File: src/otpt_pkg.sv
// Shared types and constants for the oscillating target position tracker.
package otpt_pkg;

    localparam int unsigned CFG_INDEX_W = 4;
    localparam int unsigned CFG_DATA_W  = 8;

    typedef enum logic [2:0] {
        ACT_COMMAND     = 3'd0,
        ACT_RECALIBRATE = 3'd1,
        ACT_TOGGLE      = 3'd2,
        ACT_LEFT_OPTO   = 3'd3,
        ACT_RIGHT_OPTO  = 3'd4,
        ACT_TICK_100MS  = 3'd5,
        ACT_TICK_1S     = 3'd6
    } t_action;

    typedef enum logic [1:0] {
        DIR_LOST = 2'd0,
        DIR_LTR  = 2'd1,
        DIR_RTL  = 2'd2
    } t_dir;

    typedef enum logic [CFG_INDEX_W-1:0] {
        REG_MOTOR_DISABLED      = 4'd0,
        REG_CALIBRATION_SECONDS = 4'd1
    } t_reg_index;

    localparam logic [7:0] ST_TARGET_MASK = 8'h0F;
    localparam logic [7:0] ST_MOVING      = 8'h10;
    localparam logic [7:0] ST_TARGETING   = 8'h20;
    localparam logic [7:0] ST_CALIBRATING = 8'h40;
    localparam logic [7:0] DIST_MAX       = 8'd250;
    localparam logic [7:0] WIDTH_RESET    = 8'd7;
    localparam logic [7:0] CALIB_RESET    = 8'd5;
    localparam logic [1:0] EDGE_LEFT      = 2'b01;
    localparam logic [1:0] EDGE_RIGHT     = 2'b10;
    localparam logic [1:0] EDGE_BOTH      = 2'b11;

endpackage

File: src/otpt_if.sv
// Handshake channel interfaces for events, results and register writes.
interface otpt_event_if;
    logic       valid;
    logic       ready;
    logic [2:0] action;
    logic [7:0] command;
    logic       test_mode;

    modport source(output valid, action, command, test_mode, input ready);
    modport sink(input valid, action, command, test_mode, output ready);
endinterface

interface otpt_result_if;
    logic       valid;
    logic       ready;
    logic       motor_on;
    logic [7:0] status_now;
    logic [1:0] direction;
    logic [7:0] distance;
    logic [7:0] width;
    logic [1:0] error_flags;
    logic [7:0] seconds_left;

    modport source(output valid, motor_on, status_now, direction, distance, width,
                   error_flags, seconds_left, input ready);
    modport sink(input valid, motor_on, status_now, direction, distance, width,
                 error_flags, seconds_left, output ready);
endinterface

interface otpt_cfg_if;
    logic                             valid;
    logic                             ready;
    logic [otpt_pkg::CFG_INDEX_W-1:0] index;
    logic [otpt_pkg::CFG_DATA_W-1:0]  data;

    modport source(output valid, index, data, input ready);
    modport sink(input valid, index, data, output ready);
endinterface

File: src/oscillating_target_position_tracker_unit.sv
// Top level: target position tracker with event, result and register write channels.
//
//  Channel  Direction  Payload                                    Transfer
//  i_evt    in         action, command, test_mode                 valid && ready
//  o_res    out        motor_on, status_now, direction, distance,  valid && ready
//                      width, error_flags, seconds_left
//  i_cfg    in         index, data                                 valid && ready
//
// Events are handled combinationally; the result shows the cycle after its transfer.
// One event per cycle when not stalled; the result register is the only stage.
// The event channel stalls only while a result waits in the result register
// and the result channel is not ready. Register writes are always taken.
// Synchronous active-low reset clears all but result data; no clearing pass is needed.
module oscillating_target_position_tracker_unit (
    input  logic                  i_clk,
    input  logic                  i_rst_n,
    otpt_event_if.sink            i_evt,
    otpt_result_if.source         o_res,
    otpt_cfg_if.sink              i_cfg
);

    logic       r_motor_disabled;
    logic [7:0] r_calib_seconds;

    logic [7:0] r_status, n_status;
    logic       r_motor, n_motor;
    logic [1:0] r_dir, n_dir;
    logic [7:0] r_dist, n_dist;
    logic [7:0] r_width, n_width;
    logic [1:0] r_edges, n_edges;
    logic [1:0] r_errors, n_errors;
    logic [7:0] r_timer, n_timer;

    logic       r_out_valid;
    logic       r_res_motor;
    logic [7:0] r_res_status;
    logic [1:0] r_res_dir;
    logic [7:0] r_res_dist;
    logic [7:0] r_res_width;
    logic [1:0] r_res_errors;
    logic [7:0] r_res_timer;

    logic       w_evt_xfer;
    logic       w_motor_allowed;
    logic [7:0] w_timer_dec;

    assign i_evt.ready     = !r_out_valid || o_res.ready;
    assign w_evt_xfer      = i_evt.valid && i_evt.ready;
    assign i_cfg.ready     = 1'b1;
    assign w_motor_allowed = !r_motor_disabled || i_evt.test_mode;
    assign w_timer_dec     = r_timer - 8'd1;

    always_comb begin
        n_status = r_status;
        n_motor  = r_motor;
        n_dir    = r_dir;
        n_dist   = r_dist;
        n_width  = r_width;
        n_edges  = r_edges;
        n_errors = r_errors;
        n_timer  = r_timer;
        case (otpt_pkg::t_action'(i_evt.action))
            otpt_pkg::ACT_COMMAND: begin
                n_status = i_evt.command;
                n_motor  = |(i_evt.command & otpt_pkg::ST_MOVING) && w_motor_allowed;
            end
            otpt_pkg::ACT_RECALIBRATE: begin
                n_width  = otpt_pkg::WIDTH_RESET;
                n_edges  = 2'b00;
                n_errors = 2'b00;
                n_dir    = otpt_pkg::DIR_LOST;
                n_timer  = r_calib_seconds;
                n_status = otpt_pkg::ST_MOVING | otpt_pkg::ST_CALIBRATING;
                n_motor  = w_motor_allowed;
            end
            otpt_pkg::ACT_TOGGLE: begin
                if (!(|(r_status & otpt_pkg::ST_CALIBRATING))) begin
                    if (|(r_status & otpt_pkg::ST_MOVING)) begin
                        n_status = 8'h00;
                        n_motor  = 1'b0;
                    end else begin
                        n_status = otpt_pkg::ST_MOVING;
                        n_motor  = w_motor_allowed;
                    end
                end
            end
            otpt_pkg::ACT_LEFT_OPTO: begin
                n_edges  = r_edges | otpt_pkg::EDGE_LEFT;
                n_errors = r_errors & ~otpt_pkg::EDGE_LEFT;
                n_dir    = otpt_pkg::DIR_LTR;
                n_dist   = 8'd0;
            end
            otpt_pkg::ACT_RIGHT_OPTO: begin
                n_edges  = r_edges | otpt_pkg::EDGE_RIGHT;
                n_errors = r_errors & ~otpt_pkg::EDGE_RIGHT;
                if (r_dir != otpt_pkg::DIR_RTL && r_dist > r_width) begin
                    n_width = r_dist;
                end
                n_dir = otpt_pkg::DIR_RTL;
            end
            otpt_pkg::ACT_TICK_100MS: begin
                if (|(r_status & otpt_pkg::ST_MOVING)) begin
                    if (r_dir[0]) begin
                        if (r_dist < otpt_pkg::DIST_MAX) begin
                            n_dist = r_dist + 8'd1;
                        end
                    end else if (r_dist != 8'd0) begin
                        n_dist = r_dist - 8'd1;
                    end
                    if (|(r_status & otpt_pkg::ST_TARGETING)) begin
                        if ((r_status & otpt_pkg::ST_TARGET_MASK) == n_dist) begin
                            n_status = 8'h00;
                            n_motor  = 1'b0;
                        end
                    end else if (|(r_status & otpt_pkg::ST_CALIBRATING)) begin
                        if (r_edges == otpt_pkg::EDGE_BOTH) begin
                            n_status = 8'h00;
                            n_motor  = 1'b0;
                        end
                    end
                end
            end
            otpt_pkg::ACT_TICK_1S: begin
                if (|(r_status & otpt_pkg::ST_CALIBRATING)) begin
                    if (r_edges == otpt_pkg::EDGE_BOTH) begin
                        n_status = 8'h00;
                        n_motor  = 1'b0;
                    end else begin
                        n_timer = w_timer_dec;
                        if (w_timer_dec == 8'd0) begin
                            n_errors = r_errors | ~r_edges;
                            n_status = 8'h00;
                            n_motor  = 1'b0;
                        end
                    end
                end
            end
            default: begin
            end
        endcase
    end

    always_ff @(posedge i_clk) begin
        if (!i_rst_n) begin
            r_motor_disabled <= 1'b0;
            r_calib_seconds  <= otpt_pkg::CALIB_RESET;
        end else if (i_cfg.valid && i_cfg.ready) begin
            unique case (i_cfg.index)
                otpt_pkg::REG_MOTOR_DISABLED:      r_motor_disabled <= i_cfg.data[0];
                otpt_pkg::REG_CALIBRATION_SECONDS: r_calib_seconds  <= i_cfg.data;
                default: begin
                end
            endcase
        end
    end

    always_ff @(posedge i_clk) begin
        if (!i_rst_n) begin
            r_status <= 8'h00;
            r_motor  <= 1'b0;
            r_dir    <= otpt_pkg::DIR_LOST;
            r_dist   <= 8'd0;
            r_width  <= otpt_pkg::WIDTH_RESET;
            r_edges  <= 2'b00;
            r_errors <= 2'b00;
            r_timer  <= 8'd0;
        end else if (w_evt_xfer) begin
            r_status <= n_status;
            r_motor  <= n_motor;
            r_dir    <= n_dir;
            r_dist   <= n_dist;
            r_width  <= n_width;
            r_edges  <= n_edges;
            r_errors <= n_errors;
            r_timer  <= n_timer;
        end
    end

    always_ff @(posedge i_clk) begin
        if (!i_rst_n) begin
            r_out_valid <= 1'b0;
        end else if (w_evt_xfer) begin
            r_out_valid <= 1'b1;
        end else if (o_res.ready) begin
            r_out_valid <= 1'b0;
        end
    end

    always_ff @(posedge i_clk) begin
        if (w_evt_xfer) begin
            r_res_motor  <= n_motor;
            r_res_status <= n_status;
            r_res_dir    <= n_dir;
            r_res_dist   <= n_dist;
            r_res_width  <= n_width;
            r_res_errors <= n_errors;
            r_res_timer  <= n_timer;
        end
    end

    assign o_res.valid        = r_out_valid;
    assign o_res.motor_on     = r_res_motor;
    assign o_res.status_now   = r_res_status;
    assign o_res.direction    = r_res_dir;
    assign o_res.distance     = r_res_dist;
    assign o_res.width        = r_res_width;
    assign o_res.error_flags  = r_res_errors;
    assign o_res.seconds_left = r_res_timer;

    a_dist_bounded: assert property (@(posedge i_clk) disable iff (!i_rst_n)
        r_dist <= otpt_pkg::DIST_MAX)
        else $error("Distance count exceeded its saturation limit.");

    a_error_only_missing: assert property (@(posedge i_clk) disable iff (!i_rst_n)
        (r_errors & r_edges) == 2'b00)
        else $error("An edge is flagged missing although it was seen.");

    a_motor_needs_moving: assert property (@(posedge i_clk) disable iff (!i_rst_n)
        r_motor |-> |(r_status & otpt_pkg::ST_MOVING))
        else $error("Motor is enabled while the status is not moving.");

    a_result_follows: assert property (@(posedge i_clk) disable iff (!i_rst_n)
        w_evt_xfer |=> r_out_valid && r_res_dist == r_dist && r_res_status == r_status)
        else $error("Result register does not match the state after a transfer.");

endmodule
File: src/flat_wrapper.sv
// flat-port wrapper written by rule: the top's interface ports become plain ports
module oscillating_target_position_tracker_unit_flat 
  (i_clk, i_rst_n, i_evt_valid, i_evt_action, i_evt_command, i_evt_test_mode, i_evt_ready, o_res_valid, o_res_motor_on, o_res_status_now, o_res_direction, o_res_distance, o_res_width, o_res_error_flags, o_res_seconds_left, o_res_ready, i_cfg_valid, i_cfg_index, i_cfg_data, i_cfg_ready);
  otpt_event_if i_evt_i ();
  otpt_result_if o_res_i ();
  otpt_cfg_if i_cfg_i ();
  input  logic i_clk;
  input  logic i_rst_n;
  input wire logic [$bits(i_evt_i.valid)-1:0] i_evt_valid;
  input wire logic [$bits(i_evt_i.action)-1:0] i_evt_action;
  input wire logic [$bits(i_evt_i.command)-1:0] i_evt_command;
  input wire logic [$bits(i_evt_i.test_mode)-1:0] i_evt_test_mode;
  output wire logic [$bits(i_evt_i.ready)-1:0] i_evt_ready;
  output wire logic [$bits(o_res_i.valid)-1:0] o_res_valid;
  output wire logic [$bits(o_res_i.motor_on)-1:0] o_res_motor_on;
  output wire logic [$bits(o_res_i.status_now)-1:0] o_res_status_now;
  output wire logic [$bits(o_res_i.direction)-1:0] o_res_direction;
  output wire logic [$bits(o_res_i.distance)-1:0] o_res_distance;
  output wire logic [$bits(o_res_i.width)-1:0] o_res_width;
  output wire logic [$bits(o_res_i.error_flags)-1:0] o_res_error_flags;
  output wire logic [$bits(o_res_i.seconds_left)-1:0] o_res_seconds_left;
  input wire logic [$bits(o_res_i.ready)-1:0] o_res_ready;
  input wire logic [$bits(i_cfg_i.valid)-1:0] i_cfg_valid;
  input wire logic [$bits(i_cfg_i.index)-1:0] i_cfg_index;
  input wire logic [$bits(i_cfg_i.data)-1:0] i_cfg_data;
  output wire logic [$bits(i_cfg_i.ready)-1:0] i_cfg_ready;
  assign i_evt_i.valid = i_evt_valid;
  assign i_evt_i.action = i_evt_action;
  assign i_evt_i.command = i_evt_command;
  assign i_evt_i.test_mode = i_evt_test_mode;
  assign i_evt_ready = i_evt_i.ready;
  assign o_res_valid = o_res_i.valid;
  assign o_res_motor_on = o_res_i.motor_on;
  assign o_res_status_now = o_res_i.status_now;
  assign o_res_direction = o_res_i.direction;
  assign o_res_distance = o_res_i.distance;
  assign o_res_width = o_res_i.width;
  assign o_res_error_flags = o_res_i.error_flags;
  assign o_res_seconds_left = o_res_i.seconds_left;
  assign o_res_i.ready = o_res_ready;
  assign i_cfg_i.valid = i_cfg_valid;
  assign i_cfg_i.index = i_cfg_index;
  assign i_cfg_i.data = i_cfg_data;
  assign i_cfg_ready = i_cfg_i.ready;
  oscillating_target_position_tracker_unit u_core (.i_clk(i_clk), .i_rst_n(i_rst_n), .i_evt(i_evt_i), .o_res(o_res_i), .i_cfg(i_cfg_i));
endmodule
File: config.mk
export PLATFORM = sky130hd
export DESIGN_NAME = oscillating_target_position_tracker_unit_flat
export DESIGN_NICKNAME = d
export VERILOG_FILES = /design/src/otpt_pkg.sv /design/src/otpt_if.sv /design/src/oscillating_target_position_tracker_unit.sv /design/src/flat_wrapper.sv
export SDC_FILE = /design/constraint.sdc
export NUM_CORES = 1
export LEC_CHECK = 0
export BUFFER_PORTS_ARGS = -buffer_cell sky130_fd_sc_hd__buf_4
export CAP_MARGIN = 20
export CORE_MARGIN = 4
export CORE_UTILIZATION = 52
export DETAILED_ROUTE_END_ITERATION = 10
export PLACE_DENSITY = 0.85
export SLEW_MARGIN = 20
export SYNTH_ARGS = -nofsm -noshare
export SYNTH_HDL_FRONTEND = slang
export SYNTH_SLANG_ARGS = --single-unit
File: constraint.sdc
create_clock -name i_clk -period 3.6 [get_ports i_clk]
set_input_delay 0.72 -clock i_clk [delete_from_list [all_inputs] [get_ports i_clk]]
set_output_delay 0.72 -clock i_clk [all_outputs]
set_load 0.1 [all_outputs]
After elaboration in Yosys (flattened, before gate mapping)
Cells that the tools add are included.

storage, ports and cells
  bits in registers = 86
  output and inout port bits = 40

operators by class
  $add $sub $neg = 3
  order comparisons = 2
  equal/unequal tests = 10
  muxes and demuxes = 42
  bitwise operators = 4
  reduce and logical (&&, ||, !) cells = 18

operators with widths
  operator               count
  $mux W8                18
  $pmux W8 S2            3
  $pmux W8 S5            1
  $sub A8 B1 Y8 const B  2
  $mux W1                12
  $pmux W2 S3            2
  $eq A3 B3 Y1 const B   3
  $add A8 B1 Y8 const B  1
  $eq A4 B8 Y1           1
  $gt A8 B8 Y1           1
  $logic_not A8 Y1       1
  $lt A8 B8 Y1 const B   1
  $pmux W2 S4            1
  $reduce_bool A8 Y1     1
  $eq A3 B2 Y1 const B   2
  $mux W2                3
  $reduce_and A3 Y1      2
  $reduce_bool A2 Y1     3
  $mux W5                1
  $pmux W1 S5            1
  $eq A4 B1 Y1 const B   1
  $logic_not A4 Y1       1
  $reduce_and A2 Y1      2
  $eq A3 B1 Y1 const B   1
  9 further kinds        14

Longest topological paths before layout
  depth after elaboration = 10
  depth in mapped cells = 13
  gate-level depth less buffers = 10

Least setup slack after synthesis
No wires, ideal clock.

  kind = register to register
  start = register u_core.r_out_valid (netlist: u_core.o_res.valid)
  end = register u_core.r_dist[3]
  setup time = 120 ps
  data arrival time = 3,567 ps
  path slack = -87 ps
  cell stages (with the launch flop) = 6
  clock period less this slack = 3,687 ps
  cell sequence = dfxtp_1 > nand2b_1 > nand2_1 > clkinv_1 > clkbuf_1 > o211a_1

on the way
  word-level cells in the longest chain between the ends = 3

ends and longest elaborated chain
  item                      RTL line                                         text
  start: declaration        oscillating_target_position_tracker_unit.sv:34   logic r_out_valid;
  start signal: assignment  oscillating_target_position_tracker_unit.sv:181  r_out_valid <= 1'b0;
  start signal: assignment  oscillating_target_position_tracker_unit.sv:183  r_out_valid <= 1'b1;
  start signal: assignment  oscillating_target_position_tracker_unit.sv:185  r_out_valid <= 1'b0;
  $logic_not A1 Y1          oscillating_target_position_tracker_unit.sv:47   assign i_evt.ready = !r_out_valid || o_res.ready;
  $logic_or A1 B1 Y1        oscillating_target_position_tracker_unit.sv:47
  via i_evt_ready           flat_wrapper.sv:13                               output wire logic [$bits(i_evt_i.ready)-1:0] i_evt_ready;
  $logic_and A1 B1 Y1       oscillating_target_position_tracker_unit.sv:48   assign w_evt_xfer = i_evt.valid && i_evt.ready;
  via u_core.w_evt_xfer     oscillating_target_position_tracker_unit.sv:43   logic w_evt_xfer;
  end signal: assignment    oscillating_target_position_tracker_unit.sv:171  r_dist <= n_dist;
  end: declaration          oscillating_target_position_tracker_unit.sv:28   logic [7:0] r_dist, n_dist;

The timed path passes the listed nets, and every way through them passes these cells.
A chain may end at the register's enable or synchronous reset.

Worst setup path after layout
  start = register u_core.r_dist[0]
  end = register u_core.r_res_status[1] (netlist: u_core.o_res.status_now[1]) (data pin)

on the way
  word-level cells in the longest chain between the ends = 10

ends and longest elaborated chain
  item                                         RTL line                                                                                          text
  $sub A8 B1 Y8, or another cell as far along  oscillating_target_position_tracker_unit.sv:108                                                   n_dist = r_dist - 8'd1;
  $mux W8, on equally long branches            oscillating_target_position_tracker_unit.sv:107, oscillating_target_position_tracker_unit.sv:104
  $mux W8 *                                    oscillating_target_position_tracker_unit.sv:103                                                   if (r_dir[0]) begin
  $mux W8 *                                    oscillating_target_position_tracker_unit.sv:102                                                   if (|(r_status & otpt_pkg::ST_MOVING)) begin
  $mux W8 *                                    oscillating_target_position_tracker_unit.sv:62                                                    case (otpt_pkg::t_action'(i_evt.action))
  $eq A4 B8 Y1 *                               oscillating_target_position_tracker_unit.sv:111                                                   if ((r_status & otpt_pkg::ST_TARGET_MASK) == n_dist) begin
  $mux W8 *                                    oscillating_target_position_tracker_unit.sv:111
  $mux W8 *                                    oscillating_target_position_tracker_unit.sv:110                                                   if (|(r_status & otpt_pkg::ST_TARGETING)) begin
  $mux W8 *                                    oscillating_target_position_tracker_unit.sv:102
  $pmux W8 S5 *                                oscillating_target_position_tracker_unit.sv:62
  via u_core.n_status[1]                       oscillating_target_position_tracker_unit.sv:25                                                    logic [7:0] r_status, n_status;
  end signal: assignment                       oscillating_target_position_tracker_unit.sv:192                                                   r_res_status <= n_status;
  end: declaration                             oscillating_target_position_tracker_unit.sv:36                                                    logic [7:0] r_res_status;

Mark *: on every way through the listed nets, which the timed path passes. The rest lies on a longest branch. The select of a mux whose other input is x is not followed.

==> flow_metrics.tcl <==
set metrics [dict create \
    synth_xor_area_share_pct 1.47 \
    ir_drop_mv 0.210 \
    dr.pass1.iters 4 \
    final_nets 634 \
    ctsLongestPathBuffers 2 \
    r2r-start "u_core.r_dist[0]$_SDFFE_PN0P_" \
    synthCells 531 \
    drc 0 \
    synth-adder-area-share_pct 3.67 \
    area_growth_pct 17.4 \
    io_buffers 67 \
    num_vias 4277 \
    criticalPathCategory "flop to flop" \
    path_cells "inv_1 -> ha_1 -> or4b_4 -> and3_1 -> mux4_2 -> a311oi_2 -> nand4_1 -> o211a_4 -> or2_1 -> a22o_1" \
    chipHeight_um 104 \
    num-fill-cells 751 \
    initial_core_util_pct 54.2 \
    hold_path.class "flop to flop" \
    r2r-end "u_core.o_res.status_now[1]$_DFFE_PP_" \
    slowest_delay_ns 0.54 \
    startpoint_type "flop" \
    clockRootBuffer "clkbuf_8" \
    p_leak_nw 2.33 \
    yosysWarnings 0 \
    wl_um 11900 \
    cts_tree "done" \
    cp-startpoint "u_core.r_dist[0]$_SDFFE_PN0P_" \
    synth.area.top_cells "edfxtp_1, dfxtp_1, nand2_1, nor2_1, ha_1" \
    finalSetupViolations 0 \
    worstHoldStart "u_core.r_status[7]$_SDFFE_PN0P_" \
    drive_above_1_share_pct 19.3 \
    synth_simple_gate_area_share_pct 22.0 \
    h-tree-depth 3 \
    syn-num-nets 574 \
    reg2reg_depth 10 \
    ys.flop_type "dfxtp_1" \
    gp_congestion 0.928 \
    tightestPinTransition_ns 0.971 \
    maxCapViolations 0 \
    cp_slowest_cell "or4b_4" \
    path_clk_slew_ns 0.10 \
    synthArstFlopShare_pct 0 \
    synth_top_family_by_area "simple AND/OR/NAND/NOR gates" \
    setup_tns_ns 0 \
    min_delay_worst_endpoint "u_core.r_status[7]$_SDFFE_PN0P_" \
    crit_arrival_ns 3.56 \
    powerDensity_mw_per_mm2 424 \
    grt_pass1_wl_um 19900 \
    synth_top_area_share_pct 23.3 \
    end_kind "flop" \
    dieArea_mm2 0.0108 \
    postLayoutCoreUtil_pct 63.6 \
    yosys-mux-area-fraction_pct 4.48 \
    first_global_vias 4164 \
    cts.sinks 86 \
    ant_nets 0 \
    numCtsBuffers 9 \
    first_iter_violations 272 \
    synth-compound-area-share_pct 19.8 \
    hold_buffers 0 \
    relSlewSlack_pct 34.7 \
    worstPathMaxFanout 9 \
    grt_max_degree 50 \
    ctsResizeCount 0 \
    die_w_um 104 \
    slew_viol_final 0 \
    synth_area_per_cell_um2 8.99 \
    fmax_mhz 291 \
    boundaryPins 69 \
    antennaDiodeCount 0 \
    required_ns 3.73 \
    clkLatencyLatePin_ns 0.37 \
    rrSetupSlack_ns 0.17 \
    clock_skew_ns 0.0164 \
    hold_viol 0 \
    grt_usage_pct 22.1 \
    netlist_area_mm2 0.00477 \
    gr-total-overflow 0 \
    placementRows 34 \
    ys_types 64 \
    antenna_found_initial 0 \
    vias_per_cell 6.08 \
    wl_per_cell_um 16.9 \
    post_cts.repair.setup_buffers 0 \
    period_needed_ns 3.43 \
    post-route-period-util_pct 95.3 \
    grt_setup_unrepaired "false" \
    synth_top_area_cell "edfxtp_1" \
    synth_edf_count 37 \
    hold_depth 2 \
    fp.coreArea_mm2 0.00881 \
    ys_ff_latch 86 \
    post-dp-hpwl_um 8400 \
    status "finished, final reports clean" \
    yosysSeqAreaShare_pct 43.8 \
]
power breakdown:
part           internal [W]  leakage, nW  switching (W)
logic              0.000176         1.46       0.000418
clock network      0.000275       0.0985       0.000405
registers           0.00107        0.768      0.0000287
cells in the mapped netlist (5+ instances only):
cell type	instances
nor2_1	58
a21oi_1	22
ha_1	14
o31ai_1	8
xnor2_1	5
and2_1	7
a22o_1	5
dfxtp_1	49
clkbuf_1	27
a221o_1	5
mux2i_1	12
and3_1	6
a21o_1	6
nor2b_1	15
a21boi_0	14
mux2_2	5
o211ai_1	7
nand3_1	23
nor3_1	7
o21ai_0	35
edfxtp_1	37
nand3b_1	5
nor3b_1	14
nand2_1	58
inv_1	21
through the flow:
| step | area [µm²] | hold WS, ns | total power, W | std cells | setup slack, ns |
|---|---|---|---|---|---|
| floorplan | 4770 | 0.445 | 0.00157 | 531 | 0.138 |
| global placement | 5400 | 0.472 | 0.00170 | 688 | 0.190 |
| detailed placement | 5400 | 0.482 | 0.00171 | 688 | 0.0930 |
| CTS | 5600 | 0.497 | 0.00238 | 704 | 0.0807 |
| global route | 5600 | 0.515 | 0.00247 | 704 | 0.0441 |
| finish | 5600 | 0.502 | 0.00237 | 704 | 0.167 |
sequential cells by signal, summed over array words and instances, names as in the netlist, 8 cells and up:
signal,count
u_core.r_calib_seconds,8
u_core.r_dist,8
u_core.o_res.distance,8
u_core.r_timer,8
u_core.r_status,8
u_core.r_width,8
u_core.o_res.width,8
u_core.o_res.seconds_left,8
u_core.o_res.status_now,8
cells in the final DEF (no fill, tap or decap), drive strengths merged, types with 4 or more instances in the layout:
cell / n
a211o: 4
a21boi: 14
a21o: 6
a21oi: 22
a221o: 5
a22o: 5
and2: 7
and3: 6
buf: 82
clkbuf: 9
dfxtp: 49
edfxtp: 37
ha: 14
inv: 26
mux2: 6
mux2i: 12
nand2: 58
nand3: 23
nand3b: 5
nor2: 58
nor2b: 15
nor3: 7
nor3b: 14
nor4: 4
o211a: 4
o211ai: 7
o21ai: 35
o31ai: 8
xnor2: 5
area by class of cell:
class / count / area, µm² / share of cell area (%)
multi-input combinational: 390 / 2460 / 44.0
tap: 108 / 135 / 2.41
timing repair buffer: 82 / 628 / 11.2
clock buffer: 9 / 124 / 2.21
inverter: 22 / 82.6 / 1.47
sequential: 86 / 2090 / 37.3
clock inverter: 7 / 75.1 / 1.34
worst max-delay path: cells and delay by family (launching register included):
kind,cells,cell delay [ns]
AND/OR/NAND/NOR,4,1.25
multiplexers,1,0.48
AO/OA/AOI/OAI,3,0.81
buffers and inverters,1,0.12
flip-flops,1,0.33
adder cells (fa/ha/maj),1,0.22
cell families after synthesis:
| family | Yosys count |
|---|---|
| buf+inv | 55 |
| compound gates | 135 |
| fa+ha+maj | 14 |
| simple gates | 213 |
| flops | 86 |
| mux | 19 |
| xor+xnor | 8 |
| other cells | 1 |
per-layer routing:
layer  track usage [%]  wire [µm]  vias up
li1                  -          -     2040
met1              27.7       5000     2057
met2              38.2       6010      164
met3              5.04        762       16
met4              6.08        129        0
met5                 0          0        -
worst max path at each step:
stage	endpoint	depth (start not counted)	slack [ns]
final	u_core.o_res.status_now[1]$_DFFE_PP_	10	0.17
after global routing	u_core.o_res.status_now[7]$_DFFE_PP_	10	0.04
after CTS	u_core.o_res.status_now[7]$_DFFE_PP_	10	0.08
after detailed placement	u_core.o_res.status_now[7]$_DFFE_PP_	10	0.09
after global placement	u_core.o_res.status_now[1]$_DFFE_PP_	10	0.19
after floorplan	u_core.o_res.status_now[7]$_DFFE_PP_	13	0.14
(Power assumes the default switching activity.)
